==> config.mk <==
export PLATFORM = sky130hd
export DESIGN_NAME = gpe_cfg
export DESIGN_NICKNAME = d
export VERILOG_FILES = /design/src/design/gpe_pkg.sv /design/src/design/gpe_cfg.sv
export SDC_FILE = /design/constraint.sdc
export NUM_CORES = 1
export LEC_CHECK = 0
export BUFFER_PORTS_ARGS = -buffer_cell sky130_fd_sc_hd__buf_4
export CORE_UTILIZATION = 35
export DETAILED_ROUTE_END_ITERATION = 10
export PLACE_DENSITY_LB_ADDON = 0.2
export SLEW_MARGIN = 25
export SYNTH_ARGS = -nofsm -noshare
export SYNTH_HDL_FRONTEND = slang
export SYNTH_SLANG_ARGS = --single-unit
==> constraint.sdc <==
create_clock -name clk -period 2.7 [get_ports clk]
set_clock_uncertainty 0.1 [all_clocks]
set_input_delay 0.27 -clock clk [delete_from_list [all_inputs] [get_ports clk]]
set_output_delay 0.27 -clock clk [all_outputs]
set_load 0.05 [all_outputs]
==> src/design/gpe_pkg.sv <==
// Package for the bitmap glyph pixel expander.
// Word types, register map, state enums and small helpers shared by the design files except gpe_ram.
// No dependencies.
package gpe_pkg;

    // Index arithmetic width: holds (code - first) * height, store address and store size
    localparam int ACC_W = 14;

    localparam logic [7:0] FOLD_FROM = 8'hC0;
    localparam logic [7:0] FOLD_BY   = 8'h60;
    localparam logic [7:0] DOT_CODE  = 8'h2E;

    localparam logic [2:0] REG_GLYPH_WIDTH  = 3'd0;
    localparam logic [2:0] REG_GLYPH_HEIGHT = 3'd1;
    localparam logic [2:0] REG_FIRST_CODE   = 3'd2;
    localparam logic [2:0] REG_LAST_CODE    = 3'd3;
    localparam logic [2:0] REG_FG_COLOR     = 3'd4;
    localparam logic [2:0] REG_BG_COLOR     = 3'd5;

    typedef enum logic [0:0] {
        ACT_LOAD = 1'b0,
        ACT_DRAW = 1'b1
    } action_t;

    typedef struct packed {
        logic        action;
        logic [10:0] font_addr;
        logic [7:0]  font_byte;
        logic [7:0]  char_code;
        logic [7:0]  x_pos;
        logic [7:0]  y_pos;
    } gpe_in_t;

    typedef struct packed {
        logic        window_start;
        logic [7:0]  x_start;
        logic [7:0]  y_start;
        logic [8:0]  x_end;
        logic [8:0]  y_end;
        logic [15:0] pixel_color;
        logic        last_pixel;
    } gpe_out_t;

    typedef struct packed {
        logic [3:0]  glyph_width;
        logic [3:0]  glyph_height;
        logic [7:0]  first_code;
        logic [7:0]  last_code;
        logic [15:0] fg_color;
        logic [15:0] bg_color;
    } gpe_cfg_t;

    typedef enum logic [1:0] {
        IX_IDLE,
        IX_MUL,
        IX_MOD
    } ix_state_t;

    typedef enum logic [2:0] {
        ST_IDLE,
        ST_INDEX,
        ST_READ,
        ST_FETCH,
        ST_PIXEL
    } top_state_t;

    // 0 is taken as 1, anything above 8 as 8
    function automatic logic [3:0] clamp_dim(input logic [3:0] v);
        logic [3:0] r;
        r = v;
        if (v == 4'd0)
        begin
            r = 4'd1;
        end
        else if (v > 4'd8)
        begin
            r = 4'd8;
        end
        return r;
    endfunction

endpackage

==> src/design/gpe_cfg.sv <==
// APB configuration registers of the glyph expander.
// Depends on gpe_pkg.
module gpe_cfg
    import gpe_pkg::*;
(
    input  logic        clk,
    input  logic        rst_n,
    input  logic        psel,
    input  logic        penable,
    input  logic        pwrite,
    input  logic [4:0]  paddr,
    input  logic [31:0] pwdata,
    output logic [31:0] prdata,
    output logic        pready,
    output gpe_cfg_t    cfg
);

    gpe_cfg_t cfg_reg;
    gpe_cfg_t cfg_next;
    logic     wr_en;
    logic [2:0] reg_sel;

    assign pready  = 1'b1;
    assign wr_en   = psel && penable && pwrite;
    assign reg_sel = paddr[4:2];

    always_comb
    begin
        cfg_next = cfg_reg;
        if (wr_en)
        begin
            case (reg_sel)
                REG_GLYPH_WIDTH:  cfg_next.glyph_width  = pwdata[3:0];
                REG_GLYPH_HEIGHT: cfg_next.glyph_height = pwdata[3:0];
                REG_FIRST_CODE:   cfg_next.first_code   = pwdata[7:0];
                REG_LAST_CODE:    cfg_next.last_code    = pwdata[7:0];
                REG_FG_COLOR:     cfg_next.fg_color     = pwdata[15:0];
                REG_BG_COLOR:     cfg_next.bg_color     = pwdata[15:0];
                default:          cfg_next = cfg_reg;
            endcase
        end
    end

    always_ff @(posedge clk or negedge rst_n)
    begin
        if (!rst_n)
        begin
            cfg_reg.glyph_width  <= 4'd8;
            cfg_reg.glyph_height <= 4'd8;
            cfg_reg.first_code   <= 8'd32;
            cfg_reg.last_code    <= 8'd127;
            cfg_reg.fg_color     <= 16'hFFFF;
            cfg_reg.bg_color     <= 16'h0000;
        end
        else
        begin
            cfg_reg <= cfg_next;
        end
    end

    always_comb
    begin
        case (reg_sel)
            REG_GLYPH_WIDTH:  prdata = {28'd0, cfg_reg.glyph_width};
            REG_GLYPH_HEIGHT: prdata = {28'd0, cfg_reg.glyph_height};
            REG_FIRST_CODE:   prdata = {24'd0, cfg_reg.first_code};
            REG_LAST_CODE:    prdata = {24'd0, cfg_reg.last_code};
            REG_FG_COLOR:     prdata = {16'd0, cfg_reg.fg_color};
            REG_BG_COLOR:     prdata = {16'd0, cfg_reg.bg_color};
            default:          prdata = 32'd0;
        endcase
    end

    assign cfg = cfg_reg;

endmodule

; ---- Word-level counts from Yosys, hierarchy flattened
; Cells that the tools add are included.
; Widths: inputs -> output; s select.
[totals]
out_inout_bits = 89
elab_cells = 21
in_bits = 42
regBits = 56
[classes]
n_mux = 1
eq_ne = 5
n_reduce_logical = 9
[op_table]
columns = cell, n
row1 = $pmux 16 s6, 1
row2 = $reduce_and 2->1, 6
row3 = $eq 3x2->1 const B, 2
row4 = $eq 3x3->1 const B, 2
row5 = $eq 3x1->1 const B, 1
row6 = $logic_not 3->1, 1
row7 = $logic_and 1x1->1, 2

; ---- Depth between registers and ports, before layout
[logic_depth]
depth_word = 3
mapped_depth = 5
depth_no_buf = 3

; ---- Worst setup path before layout
; OpenSTA, ideal clock, no wires.
[synth_path]
path_type = flip-flop to output port
start = register cfg_reg (netlist bit cfg[32])
end = output port prdata[0]
path_stages_with_launch = 4
t_required_ns = 2.330
path_slack_ns = 0.518
path_buffers = 0
t_arrival_ns = 1.812
path_cell_list = dfstp_2 -> mux2_2 -> nand2_1 -> a31oi_1
[synth_between]
elab_chain_len = 1
[synth_rtl]
columns = item, line
row1 = from (decl), gpe_cfg.sv:18  ; gpe_cfg_t cfg_reg;
row2 = from (signal assigned), gpe_cfg.sv:57  ; cfg_reg <= cfg_next;
row3 = $pmux 16 s6, gpe_cfg.sv:63  ; case (reg_sel)
row4 = to (decl), gpe_cfg.sv:13  ; output logic [31:0] prdata,
; Every way passes these cells.

; ---- Final worst setup path
[layout_path]
start = register cfg_reg (netlist bit cfg[40])
end = output port prdata[0]
; The elaborated chain is that of the path after synthesis.

==> key figures <==
Synth
  • Cells after Synth: 207
  • Async SR Flop Fraction: 100%
  • Mapped Area: 2790 sq um
  • Synth area leader: dfrtp_1
  • Flop and latch count out of synthesis: 56
  • Main synth FF type: dfrtp_1
  • Most common cell in the netlist: mux2_2
  • YS warnings: 0
  • Synth area leaders: dfrtp_1 (27%), dfstp_2 (25%), mux2_2 (19%), mux2i_1 (6.5%), mux2_1 (5.7%)
  • Post-synth EDFFs: 0
  • Synth top area share: 26.9%
  • Syn avg cell area: 13.5 sq um
  • Post-synthesis sequential area ratio: 51.4%
  • Distinct cell type count after synthesis: 26
  • Commonest cells post-synth: mux2_2 (48), dfrtp_1 (30), dfstp_2 (26)

Floorplanning
  • Ports: 131
  • Die W: 91.2 um
  • Row cnt: 32
  • Height of the die: 91.2 um
  • Core area: 7730 sq um
  • Initial Util: 36.1%
  • Die ar.: 8330 sq um

Cells and area
  • Finished Core Util: 46.7%
  • Syn-to-layout area delta: 29.5%
  • Layout filler cell count: 725
  • Layout Nets: 343
  • Share of cells above drive strength 1: 60.9%
  • Antenna Cells: 0
  • Largest register FFs: 56

Clocking
  • Worst-skew pair later-pin latency: 0.30 ns
  • Clock slew at reported path FFs: 0.10 ns
  • Num Clock Sinks: 56
  • H-tree depth: 2
  • CTS tree: yes
  • Postcts setup bufs: 0
  • Root Buffer: clkbuf_8
  • Bufs on Longest Clock Path: 2
  • Num CTS Buffers: 5

Global route
  • Global route overflow: 0
  • Gr usage total: 15.8%
  • Initial antenna violation count: 0
  • First-pass GRT wire length: 10200 um
  • Largest net degree at the start of global routing: 57
  • Number of global-route vias before repair: 1895

Power and ir drop
  • Power share of the clock group: 15.5%
  • Internal Pwr Total: 1.70 mW
  • Sequential share of power: 39.3%
  • P per Cell Area: 837 nW/um^2
  • NetSw: 1.32 mW
  • Net Sw Frac: 43.8%
  • Comb pwr share: 45.3%
  • Leak: 1.73 nW
  • Peak VDD IR: 357 uV

Place
  • Routability congestion estimate: 0.696
  • HPWL Detailed: 4350 um
  • IO Port Bufs: 95

Timing
  • Setup TNS: 0 ns
  • Endpoints failing setup: 0
  • Actual slew at the worst max-slew pin: 0.698 ns
  • Fin. max-slew vios: 0
  • Fin. Hold Viols: 0
  • Slew margin rel.: 53.5%
  • Period minus WS final: 1.92 ns
  • FMAX: 0.521 GHz
  • Tcrit/Tclk final: 71.1%
  • RSZ-0062 raised after global routing: no

Worst setup path
  • Critical Path End Type: output pin
  • Critical Path Fanout Max: 3
  • Critical setup path kind: reg2out
  • Data arrival, critical path: 1.55 ns
  • Worst Path Required: 2.33 ns
  • Worst setup SP type: register

Route
  • Number of remaining DRC errors: 0
  • DRT antenna net count: 0
  • Total number of vias: 1916
  • First-pass DRT Iterations: 3
  • DRC violation total after the first TritonRoute iteration: 41
  • WL/cell: 15.8 um
  • Via density: 4.74
  • Post-Route WL: 6360 um

Min path
  • Worst Hold Class: in2reg

Outcome
  • Status: completed

Job
  • MaxCap Viol Count: 0
path summary, 6_finish.rpt:
| kind | from | to | slack, ns | cells past startpoint |
|---|---|---|---|---|
| setup reg to reg | cfg[54]$_DFFE_PN0P_ | cfg[54]$_DFFE_PN0P_ | 1.77 | 1 |
| max in group asynchronous | rst_n | cfg[15]$_DFFE_PN0P_ | 1.58 | 2 |
| min in group asynchronous | rst_n | cfg[48]$_DFFE_PN0P_ | 0.46 | 2 |
| setup / recovery | cfg[40]$_DFFE_PN0P_ | prdata[0] | 0.78 | 4 |
| hold reg to reg | cfg[53]$_DFFE_PN0P_ | cfg[53]$_DFFE_PN0P_ | 0.44 | 1 |
| hold / removal | pwdata[13] | cfg[29]$_DFFE_PN1P_ | 0.09 | 2 |
placed cells by master (no fill, tap or decap), drive strengths merged:
cell type,count
dfstp,26
dlygate4sd3,1
mux2i,18
a211o,1
nand2,9
nor2b,1
a31oi,3
nand2b,2
mux2,62
o22ai,5
nor3,3
clkbuf,7
nand4b,1
inv,1
clkinvlp,1
conb,17
buf,96
nor2,12
nand4,1
dfrtp,30
or3,1
a221oi,3
nand3b,1
per-stage QoR:
step	instance area [sq um]	cells	worst slack, ns	power (mW)	hold WS, ns
6_report	3610	404	0.781	3.02	0.0854
5_1_grt	3610	404	0.665	3.17	0.0739
4_1_cts	3610	404	0.758	3.07	0.0739
3_5_place_dp	3510	395	0.658	2.58	0.273
3_3_place_gp	3510	395	0.665	2.57	0.271
2_1_floorplan	2840	222	0.518	2.18	-0.126
kinds of logic after synthesis:
family | count (synthesis) | synth area share, %
compound gates | 12 | 3.05
simple gates | 31 | 6.96
mux | 80 | 31.5
other cells | 2 | 0.269
buf+inv | 26 | 6.78
flops | 56 | 51.4
final cells by class:
cell class | count | area [sq um] | area share (%)
Sequential cell | 56 | 1430 | 39.7
Multi-Input combinational cell | 140 | 1220 | 33.8
Inverter | 1 | 3.75 | 0.104
Tap cell | 102 | 128 | 3.53
Clock inverter | 1 | 7.51 | 0.208
Timing Repair Buffer | 97 | 731 | 20.2
Clock buffer | 7 | 86.3 | 2.39
what timing repair did:
action,4_1_cts,5_1_grt
endpoints found under the hold margin,30,0
gates resized for setup,0,0
hold buffers,1,0
setup endpoints to repair,0,0
power groups by stage:
stage / sequential, mW / combinational [mW] / clock, mW
finish: 1.19 / 1.37 / 0.467
global route: 1.22 / 1.43 / 0.522
CTS: 1.19 / 1.38 / 0.497
detailed placement: 1.20 / 1.38 / 0
global placement: 1.20 / 1.37 / 0
floorplan: 1.78 / 0.408 / 0
worst max-delay path, stage by stage, from the launching register on:
cell	delay, ns
dfrtp_1	0.42
mux2_2	0.27
a221oi_1	0.25
a31oi_1	0.08
buf_4	0.23
routing by layer:
metal | global-route usage (%) | wire (um)
met2 | 25.5 | 2980
met3 | 4.61 | 443
met4 | 3.17 | 47
met5 | 0 | 0
met1 | 21.0 | 2900
Power figures use the tool's default switching activity.
