==> src/design/gpe_pkg.sv <==
// Package for the bitmap glyph pixel expander.
// Word types, register map, state enums and small helpers shared by the design files except gpe_ram.
// No dependencies.
package gpe_pkg;

    // Index arithmetic width: holds (code - first) * height, store address and store size
    localparam int ACC_W = 14;

    localparam logic [7:0] FOLD_FROM = 8'hC0;
    localparam logic [7:0] FOLD_BY   = 8'h60;
    localparam logic [7:0] DOT_CODE  = 8'h2E;

    localparam logic [2:0] REG_GLYPH_WIDTH  = 3'd0;
    localparam logic [2:0] REG_GLYPH_HEIGHT = 3'd1;
    localparam logic [2:0] REG_FIRST_CODE   = 3'd2;
    localparam logic [2:0] REG_LAST_CODE    = 3'd3;
    localparam logic [2:0] REG_FG_COLOR     = 3'd4;
    localparam logic [2:0] REG_BG_COLOR     = 3'd5;

    typedef enum logic [0:0] {
        ACT_LOAD = 1'b0,
        ACT_DRAW = 1'b1
    } action_t;

    typedef struct packed {
        logic        action;
        logic [10:0] font_addr;
        logic [7:0]  font_byte;
        logic [7:0]  char_code;
        logic [7:0]  x_pos;
        logic [7:0]  y_pos;
    } gpe_in_t;

    typedef struct packed {
        logic        window_start;
        logic [7:0]  x_start;
        logic [7:0]  y_start;
        logic [8:0]  x_end;
        logic [8:0]  y_end;
        logic [15:0] pixel_color;
        logic        last_pixel;
    } gpe_out_t;

    typedef struct packed {
        logic [3:0]  glyph_width;
        logic [3:0]  glyph_height;
        logic [7:0]  first_code;
        logic [7:0]  last_code;
        logic [15:0] fg_color;
        logic [15:0] bg_color;
    } gpe_cfg_t;

    typedef enum logic [1:0] {
        IX_IDLE,
        IX_MUL,
        IX_MOD
    } ix_state_t;

    typedef enum logic [2:0] {
        ST_IDLE,
        ST_INDEX,
        ST_READ,
        ST_FETCH,
        ST_PIXEL
    } top_state_t;

    // 0 is taken as 1, anything above 8 as 8
    function automatic logic [3:0] clamp_dim(input logic [3:0] v);
        logic [3:0] r;
        r = v;
        if (v == 4'd0)
        begin
            r = 4'd1;
        end
        else if (v > 4'd8)
        begin
            r = 4'd8;
        end
        return r;
    endfunction

endpackage

==> src/design/gpe_index.sv <==
// Store address unit: bit-serial shift-add multiply, then modulo by repeated add/subtract.
// Depends on gpe_pkg.
module gpe_index
    import gpe_pkg::*;
#(
    parameter int FONT_ROWS = 2048
) (
    input  logic                         clk,
    input  logic                         rst_n,
    input  logic                         go,
    input  logic signed [ACC_W-1:0]      operand,
    input  logic [3:0]                   mult,
    output logic                         done,
    output logic [$clog2(FONT_ROWS)-1:0] idx
);

    localparam int AW = $clog2(FONT_ROWS);
    localparam logic signed [ACC_W-1:0] ROWS_S = ACC_W'(FONT_ROWS);

    ix_state_t state_reg, state_next;
    logic signed [ACC_W-1:0] acc_reg, acc_next;
    logic signed [ACC_W-1:0] mcand_reg, mcand_next;
    logic [3:0] mult_reg, mult_next;

    always_ff @(posedge clk or negedge rst_n)
    begin
        if (!rst_n)
        begin
            state_reg <= IX_IDLE;
        end
        else
        begin
            state_reg <= state_next;
        end
    end

    always_ff @(posedge clk)
    begin
        acc_reg   <= acc_next;
        mcand_reg <= mcand_next;
        mult_reg  <= mult_next;
    end

    always_comb
    begin
        state_next = state_reg;
        acc_next   = acc_reg;
        mcand_next = mcand_reg;
        mult_next  = mult_reg;
        done       = 1'b0;
        case (state_reg)
            IX_IDLE:
            begin
                if (go)
                begin
                    acc_next   = '0;
                    mcand_next = operand;
                    mult_next  = mult;
                    state_next = IX_MUL;
                end
            end
            IX_MUL:
            begin
                // one multiplier bit per cycle, LSB first
                if (mult_reg == 4'd0)
                begin
                    state_next = IX_MOD;
                end
                else
                begin
                    if (mult_reg[0])
                    begin
                        acc_next = acc_reg + mcand_reg;
                    end
                    mcand_next = mcand_reg <<< 1;
                    mult_next  = mult_reg >> 1;
                end
            end
            IX_MOD:
            begin
                if (acc_reg < 0)
                begin
                    acc_next = acc_reg + ROWS_S;
                end
                else if (acc_reg >= ROWS_S)
                begin
                    acc_next = acc_reg - ROWS_S;
                end
                else
                begin
                    done       = 1'b1;
                    state_next = IX_IDLE;
                end
            end
            default:
            begin
                state_next = IX_IDLE;
            end
        endcase
    end

    assign idx = acc_reg[AW-1:0];

endmodule

==> config.mk <==
export PLATFORM = sky130hd
export DESIGN_NAME = gpe_index
export DESIGN_NICKNAME = d
export VERILOG_FILES = /design/src/design/gpe_pkg.sv /design/src/design/gpe_index.sv
export SDC_FILE = /design/constraint.sdc
export NUM_CORES = 1
export LEC_CHECK = 0
export BUFFER_PORTS_ARGS = -buffer_cell sky130_fd_sc_hd__buf_2
export CAP_MARGIN = 20
export CELL_PAD_IN_SITES_DETAIL_PLACEMENT = 0
export CELL_PAD_IN_SITES_GLOBAL_PLACEMENT = 1
export CORE_MARGIN = 8
export CORE_UTILIZATION = 45
export DETAILED_ROUTE_END_ITERATION = 10
export GPL_TIMING_DRIVEN = 0
export PLACE_DENSITY_LB_ADDON = 0.1
export SYNTH_ARGS = -nofsm -noshare
export SYNTH_HDL_FRONTEND = slang
export SYNTH_SLANG_ARGS = --single-unit
export TNS_END_PERCENT = 100
==> constraint.sdc <==
create_clock -name clk -period 4.1 [get_ports clk]
set_input_delay 1.23 -clock clk [delete_from_list [all_inputs] [get_ports clk]]
set_output_delay 1.23 -clock clk [all_outputs]
set_load 0.01 [all_outputs]
# After elaboration in Yosys (flattened, before gate mapping)
# Cells that the tools add are included.
# op_classes
reduce_logical	7
n_bitwise	0
add_sub_neg	3
shift	0
n_mux	20
div	0
n_mul	0
n_lt_le_gt_ge	2
eq_ne	9
# op_table
cell	n
$mux W14	7
$pmux W14 S3	1
$pmux W14 S2	1
$add A14 B13 Y14 const B	1
$add A14 B14 Y14	1
$ge A14 B13 Y1 const B	1
$lt A14 B1 Y1 const B	1
$sub A14 B13 Y14 const B	1
$ne A2 B2 Y1 const B	6
$mux W2	4
$mux W4	2
$pmux W4 S2	1
$pmux W2 S3	1
$reduce_and A5 Y1	1
$logic_not A4 Y1	1
$reduce_and A4 Y1	1
$mux W1	3
$ne A3 B3 Y1 const B	1
$reduce_and A3 Y1	1
$reduce_bool A3 Y1	1
$eq A2 B1 Y1 const B	1
$eq A2 B2 Y1 const B	1
$logic_not A2 Y1	1
$reduce_bool A2 Y1	1
# totals
romBits	0
inputBits	21
latchBits	0
out_inout_bits	12
mem_bits_rw	0
ff_bits	34
memories	0
elab_cells	45

# Depth between registers and ports, before layout
# Gate-level depths: netlist of run 1.
# depth
word_depth	4
depth_mapped	8
mapped_depth_nobuf	8

# Worst setup path before layout of run 1
# OpenSTA, ideal clock, no wires.
# synth_path
path_kind	input port to flip-flop
startpoint	in go
endpoint	reg mcand_reg[0], enable pin
path_buffers	0
cell_stages	2
setup_slack_ps	999
setup_ps	421
t_required_ps	3679
t_arrival_ps	2679
path_cell_list	nor2b_1 a211oi_1
# synth_via
elab_chain_len	2
# synth_rtl
element	line	text
from (decl)	gpe_index.sv:10	input logic go,
$ne A2 B2 Y1 (no line)	--	
$reduce_and A3 Y1 (no line)	--	
to (signal assigned)	gpe_index.sv:40	mcand_reg <= mcand_next;
to (decl)	gpe_index.sv:22	logic signed [ACC_W-1:0] mcand_reg, mcand_next;
# Every way passes these cells.
# A chain may end at the register's enable or synchronous reset.

# Worst setup path in the final report of run 1
# layout_path
startpoint	reg state_reg[1]
endpoint	reg mcand_reg[10], enable pin
# layout_via
elab_chain_len	3
elab_cells_between_ends	6
classes_between	3 x eq/ne; 3 x reduce/logical
# layout_rtl
element	line	text
from (decl)	gpe_index.sv:20	ix_state_t state_reg, state_next;
from (signal assigned)	gpe_index.sv:33	state_reg <= state_next;
$eq A2 B1 Y1 / $logic_not A2 Y1 (equally long branches)	gpe_index.sv:51	case (state_reg)
$ne A2 B2 Y1 (no line) / $reduce_bool A2 Y1 (equally long branches)	--	
$reduce_and A3 Y1 (no line) (*)	--	
# Mark *: on every way between the ends. The rest lies on a longest branch, timed or not.

==> reports/metrics.cfg, run 1 <==
[grt]
grt_pass1_wl_mm=7.286
groute.layer.met3.usage_pct=3.668
global_route.peak_usage_layer=met2
initial_antenna_violation_count=0
grt_start_max_net_pins=19
grt_overflow_total=0
grtUsageMet2_pct=20.95
groute.usage.overall_pct=12.73
global_route.usage.met1_pct=15.79
grt_pass1_vias=1542

[route]
detailroute.via_count=1515
routed_wirelength_mm=4.396
final_antenna_net_count=0
detail_route.wl_per_cell_um=15.48
dr.first_iter.drc_count=42
route.detailed.drc=0
post_drt_via_cell_ratio=5.335
detailedRoute.firstPassIterationCount=4

[synthesis]
yosys_warnings=0
post-synth-top-area-cell=sky130_fd_sc_hd__edfxtp_1
synth_edf_count=32
post_synthesis_sequential_area_ratio_pct=47.11
synth_nets=230
synth.top_cell.area_share_pct=44.78
synth.ff_latch_count=34
share_of_synthesized_flip_flops_with_an_asynchronous_set_or_reset_pct=5.882
number_of_unique_standard_cell_types_used_by_synthesis=37
synthCells=189
synthesis.area_per_instance_um2=11.35
synth_ff_type=sky130_fd_sc_hd__edfxtp_1
synth_top_cells_by_area=sky130_fd_sc_hd__edfxtp_1, sky130_fd_sc_hd__ha_1, sky130_fd_sc_hd__mux2_2, sky130_fd_sc_hd__buf_4, sky130_fd_sc_hd__a21oi_1
mappedNetlistArea_um2=2146

[die]
floorplan.die_area_um2=7234
die_width_um=85.06
ioPinCount=33
placement_rows=25
start_util_pct=46.04
core_area_um2=4661
chipHeight_um=85.06

[finish]
ant_cells=0
nFillCells=422
final_cell_mix=sky130_fd_sc_hd__edfxtp_1, sky130_fd_sc_hd__buf_2, sky130_fd_sc_hd__ha_1
post_route_cells_drive_above_1_share_pct=30.00
layout-area-overhead-vs-synth_pct=15.92
seqCellArea_um2=1011
fin_nets=270
multiInputGateArea_um2=1012

[critical_path]
start_kind=flip-flop
worst-endpoint-required_ps=4000
critical_path_peak_fanout=18
setup.worst_path.end_class=flip-flop
worst-endpoint-arrival_ps=2770
regToRegSetupSlack_ps=1230
crit_type=reg -> reg

[cts]
cts_post_setup_buffers_inserted=0
cts_resized=0
clock-root-buffer=sky130_fd_sc_hd__clkbuf_8
cts_inserted_buffers=5
holdBufCountCts=0
clk_pin_slew_ps=70
numClockSinks=34
worst_skew_pair.late_latency_ps=280
max_h_tree_level=2
clockBufferDepth=2
tritoncts=built

[timing]
rsz0062_at_grt=false
hold_viol=0
timing.clock.skew_ps=5.331
fmax_mhz=349.0
tcrit_tclk_final_pct=69.89
max_slew_margin_pct=35.70
final.min_clock_period_ps=2865
setup_viol=0
report.final.slew_viol_count=0
worst_pin_slew_ps=961.4
final.setup.tns_ps=0

[run_status]
status=complete, no violations

[placement]
port_buffers=32
place.detailed.hpwl_mm=3.403
place.gp.congestion=0.8829

[worst_hold_path]
hp-class=reg -> reg

[flow_run]
max-cap-violations=0

-- worst paths after layout --
kind	startpoint	end	depth (start not counted)
max	state_reg[1]	mcand_reg[10]	6
min	state_reg[0]	state_reg[0]	1
max reg2reg	state_reg[1]	mcand_reg[10]	6
min reg2reg	state_reg[0]	state_reg[0]	1
max in group asynchronous	rst_n	state_reg[0]	1
min in group asynchronous	rst_n	state_reg[1]	1
-- synth_stat cells (2+ instances only) --
cell type and count:
sky130_fd_sc_hd__edfxtp_1 32, sky130_fd_sc_hd__ha_1 19, sky130_fd_sc_hd__a21oi_1 16, sky130_fd_sc_hd__mux2_2 16, sky130_fd_sc_hd__nor2_1 14, sky130_fd_sc_hd__buf_4 11, sky130_fd_sc_hd__inv_1 9, sky130_fd_sc_hd__nand2_1 8
sky130_fd_sc_hd__clkbuf_1 5, sky130_fd_sc_hd__nand3_1 5, sky130_fd_sc_hd__o21ai_0 5, sky130_fd_sc_hd__xnor2_1 5, sky130_fd_sc_hd__xor2_1 5, sky130_fd_sc_hd__a211oi_1 3, sky130_fd_sc_hd__a21o_1 3, sky130_fd_sc_hd__and3_1 3
sky130_fd_sc_hd__nand4_1 3, sky130_fd_sc_hd__nor2b_1 3, sky130_fd_sc_hd__o21ai_1 3, sky130_fd_sc_hd__a41oi_1 2, sky130_fd_sc_hd__dfrtp_1 2, sky130_fd_sc_hd__nor3_1 2
-- worst max-delay path, stage by stage (launching register included) --
cell	delay, ps
sky130_fd_sc_hd__dfrtp_1	420
sky130_fd_sc_hd__inv_1	90
sky130_fd_sc_hd__ha_1	140
sky130_fd_sc_hd__clkbuf_1	340
sky130_fd_sc_hd__clkbuf_1	510
sky130_fd_sc_hd__nor2_1	160
sky130_fd_sc_hd__a211oi_4	830
-- layout make-up --
| cell class | instances | area share, % |
|---|---|---|
| clock buffers | 8 | 3.622 |
| plain buffers | 16 | 4.074 |
| flip-flops and latches | 34 | 40.64 |
| inverters | 9 | 1.358 |
| multi-input cells | 130 | 40.69 |
| well taps | 54 | 2.716 |
| repair buffers | 33 | 6.891 |
-- per-layer routing --
metal / wire (um) / share of wire [%]
met5: 0 / 0
met4: 40 / 0.91
met3: 177 / 4.0
met2: 2116 / 48
met1: 2061 / 47
-- metrics by stage --
stage / hold slack (ps) / worst slack [ps] / utilization, % / std cells / area (um2)
2_1_floorplan: 522.1 / 999.5 / - / 189 / 2146
3_3_place_gp: 552.9 / 44.95 / 50.93 / 275 / 2374
3_5_place_dp: 569.9 / 1162 / 51.19 / 275 / 2386
4_1_cts: 591.2 / 1193 / 53.13 / 283 / 2476
5_1_grt: 613.9 / 977.1 / 53.37 / 284 / 2487
6_report: 583.1 / 1235 / 53.37 / 284 / 2487
-- cells by family (layout without fill, tap and decap cells) --
logic type | after synthesis | count (layout) | synth area share [%]
xor+xnor | 10 | 10 | 4.081
buf+inv | 25 | 66 | 6.297
flops | 34 | 34 | 47.11
fa+ha+maj | 20 | 20 | 12.01
mux | 18 | 18 | 9.388
simple gates | 43 | 43 | 9.797
compound gates | 39 | 39 | 11.31
Power of run 1 is left out: the tool's default activity adds up to more than one toggle a clock period on the data nets, which glitch-free logic cannot reach.
==> inputs of run 2 (changes only) <==
--- a/config.mk
+++ b/config.mk
@@ -10,7 +10,7 @@
 export CELL_PAD_IN_SITES_DETAIL_PLACEMENT = 0
 export CELL_PAD_IN_SITES_GLOBAL_PLACEMENT = 1
 export CORE_MARGIN = 8
-export CORE_UTILIZATION = 45
+export CORE_UTILIZATION = 40
 export DETAILED_ROUTE_END_ITERATION = 10
 export GPL_TIMING_DRIVEN = 0
 export PLACE_DENSITY_LB_ADDON = 0.1
==> constraint.sdc (replaced) <==
create_clock -name clk -period 2.55 [get_ports clk]
set_input_delay 0.765 -clock clk [delete_from_list [all_inputs] [get_ports clk]]
set_output_delay 0.765 -clock clk [all_outputs]
set_load 0.01 [all_outputs]
==> run 2 against run 1 <==
Net effect:
- worst setup slack worse by 990 ps
- wire length is 1.4% lower
- count of clock-buffer cells in the layout is 1 lower
- critical path depth is 2 higher
- clock skew is 1.2 ps lower
- die area is 10% higher
- core utilization is 4.2 points lower
- register-to-register slack worse by 990 ps
- cell count is 6.0% higher
- sequential share of layout area is 0.64 points lower
==> reports/metrics.cfg, run 2 (synthesized netlist as in run 1, its figures left out) <==
[run_status]
status=complete, no violations

[timing]
setup_viol=0  ; unchanged
final.min_clock_period_ps=2310  ; -555.2 ps
report.final.slew_viol_count=0  ; unchanged
tcrit_tclk_final_pct=90.60  ; +21 points
fmax_mhz=432.8  ; +24%
worst_pin_slew_ps=749.0  ; -212.4 ps
hold_ws_ps=250.9  ; -332.3 ps
hold_viol=0  ; unchanged
max_slew_margin_pct=49.61  ; +14 points
rsz0062_at_grt=false
timing.clock.skew_ps=4.082  ; -1.250 ps

[critical_path]
reg2reg_to=acc_reg[12]
crit_path_end=acc_reg[12]
start_kind=flip-flop
regToRegStartpoint=acc_reg[0]
worst-endpoint-required_ps=2560  ; -1440 ps
worst_r2r_path_depth=8  ; +2
timing.critical_path.from=acc_reg[0]
regToRegSetupSlack_ps=240  ; -990 ps
worst-endpoint-arrival_ps=2320  ; -450 ps
crit_type=reg -> reg
critical_path_peak_fanout=3  ; -15
setup.worst_path.end_class=flip-flop

[grt]
initial_antenna_violation_count=0  ; unchanged
grt_pass1_vias=1568  ; +1.7%
grt_start_max_net_pins=13  ; -6
groute.usage.overall_pct=12.16  ; -0.58 points
grt_overflow_total=0  ; unchanged
grt_pass1_wl_mm=7.445  ; +2.2%

[placement]
post_dp_cell_area_um2=2421  ; +1.5%
post-place-cells=292  ; +6.2%
place.gp.congestion=0.7883  ; -11%
place.detailed.hpwl_mm=3.399  ; -0.11%
port_buffers=32  ; unchanged

[finish]
ant_cells=0  ; unchanged
layout-area-overhead-vs-synth_pct=17.78
final-instance-count-excl-fill=301  ; +6.0%
post_route_cells_drive_above_1_share_pct=32.03  ; +2.0 points
postLayoutCoreUtil_pct=49.17  ; -4.2 points
postLayoutCellArea_um2=2527  ; +1.6%
fin_nets=271  ; +0.37%
final_cell_mix=sky130_fd_sc_hd__edfxtp_1, sky130_fd_sc_hd__buf_2, sky130_fd_sc_hd__ha_1

[route]
routed_wirelength_mm=4.333  ; -1.4%
dr.first_iter.drc_count=93  ; +120%
route.detailed.drc=0  ; unchanged
final_antenna_net_count=0  ; unchanged
detail_route.wl_per_cell_um=14.40  ; -7.0%
detailroute.via_count=1506  ; -0.59%
post_drt_via_cell_ratio=5.003  ; -6.2%
detailedRoute.firstPassIterationCount=4  ; unchanged

[cts]
numClockSinks=34  ; unchanged
worst_skew_pair.late_latency_ps=280  ; about the same
max_h_tree_level=2  ; unchanged
cts_inserted_buffers=5  ; unchanged
clk_pin_slew_ps=70  ; about the same
tritoncts=built
clock-root-buffer=sky130_fd_sc_hd__clkbuf_8
clockBufferDepth=2  ; unchanged
holdBufCountCts=0  ; unchanged

[die]
core_area_um2=5140  ; +10%
die_width_um=89.24  ; +4.9%
floorplan.die_area_um2=7964  ; +10%
placement_rows=26  ; +4.0%
ioPinCount=33  ; unchanged
start_util_pct=41.75  ; -4.3 points
chipHeight_um=89.24  ; +4.9%

[worst_hold_path]
hp-class=in -> async

[flow_run]
max-cap-violations=0  ; unchanged

==> run 2: cell count changes in the layout (fill, tap and decap cells not counted) <==
cell                       previous run  this run
sky130_fd_sc_hd__buf_4               11        12
sky130_fd_sc_hd__nor2_1              14        13
sky130_fd_sc_hd__buf_8                0         1
sky130_fd_sc_hd__buf_6                1         0
sky130_fd_sc_hd__a21oi_2              0         1
sky130_fd_sc_hd__a21oi_1             16        15
sky130_fd_sc_hd__clkinv_2             0         1
sky130_fd_sc_hd__clkbuf_1             7         5
sky130_fd_sc_hd__clkbuf_2             0         1
sky130_fd_sc_hd__nor2_2               0         1
==> run 2: routing by layer <==
layer  part of all wire [%]  vias to the layer above  track usage, %
met2                     46                       29           19.66
met3                    4.7                        6           3.676
met5                      0                        -               0
li1                       -                      770               -
met1                     47                      701           15.01
met4                    1.5                        0           4.079
==> run 2: cell type report <==
class / instances / area (um2)
Fill cell: 526 / 2613
Multi-Input combinational cell: 130 / 1018
Sequential cell: 34 / 1011
Timing Repair Buffer: 34 / 182.7
Buffer: 16 / 102.6
Tap cell: 70 / 87.58
Clock buffer: 7 / 86.33
Inverter: 9 / 33.78
Clock inverter: 1 / 5.005
==> run 2: how the worst min path moves through the flow <==
stage | to | depth (start not counted) | startpoint
global route | state_reg[1] | 1 | rst_n
detailed placement | state_reg[1] | 1 | rst_n
CTS | state_reg[1] | 1 | rst_n
finish | state_reg[1] | 1 | rst_n
floorplan | state_reg[0] | 0 | rst_n
global placement | state_reg[0] | 1 | rst_n
==> run 2: through the flow <==
| stage | TNS [ps] | worst slack (ps) |
|---|---|---|
| finish | 0 | 239.7 |
| CTS | 0 | 18.55 |
| floorplan | 0 | 51.05 |
| global placement | -11940 | -663.9 |
| global route | 0 | 56.29 |
| detailed placement | -2063 | -167.5 |
==> run 2: what timing repair did <==
action	CTS	global route
resized for setup	1	2
cloned	0	0
endpoints found under the setup margin	18	25
buffers inserted	0	1
pin swaps	0	1
==> run 2: worst max-delay path: stages (launching register included) <==
cell and delay [ps]:
sky130_fd_sc_hd__edfxtp_1 410, sky130_fd_sc_hd__ha_1 240, sky130_fd_sc_hd__fa_1 430, sky130_fd_sc_hd__a211oi_1 250
sky130_fd_sc_hd__nor2_1 140, sky130_fd_sc_hd__a21oi_2 210, sky130_fd_sc_hd__o21bai_1 120, sky130_fd_sc_hd__xnor2_1 130
sky130_fd_sc_hd__o22ai_1 100
Power of run 2 is left out for the same reason.
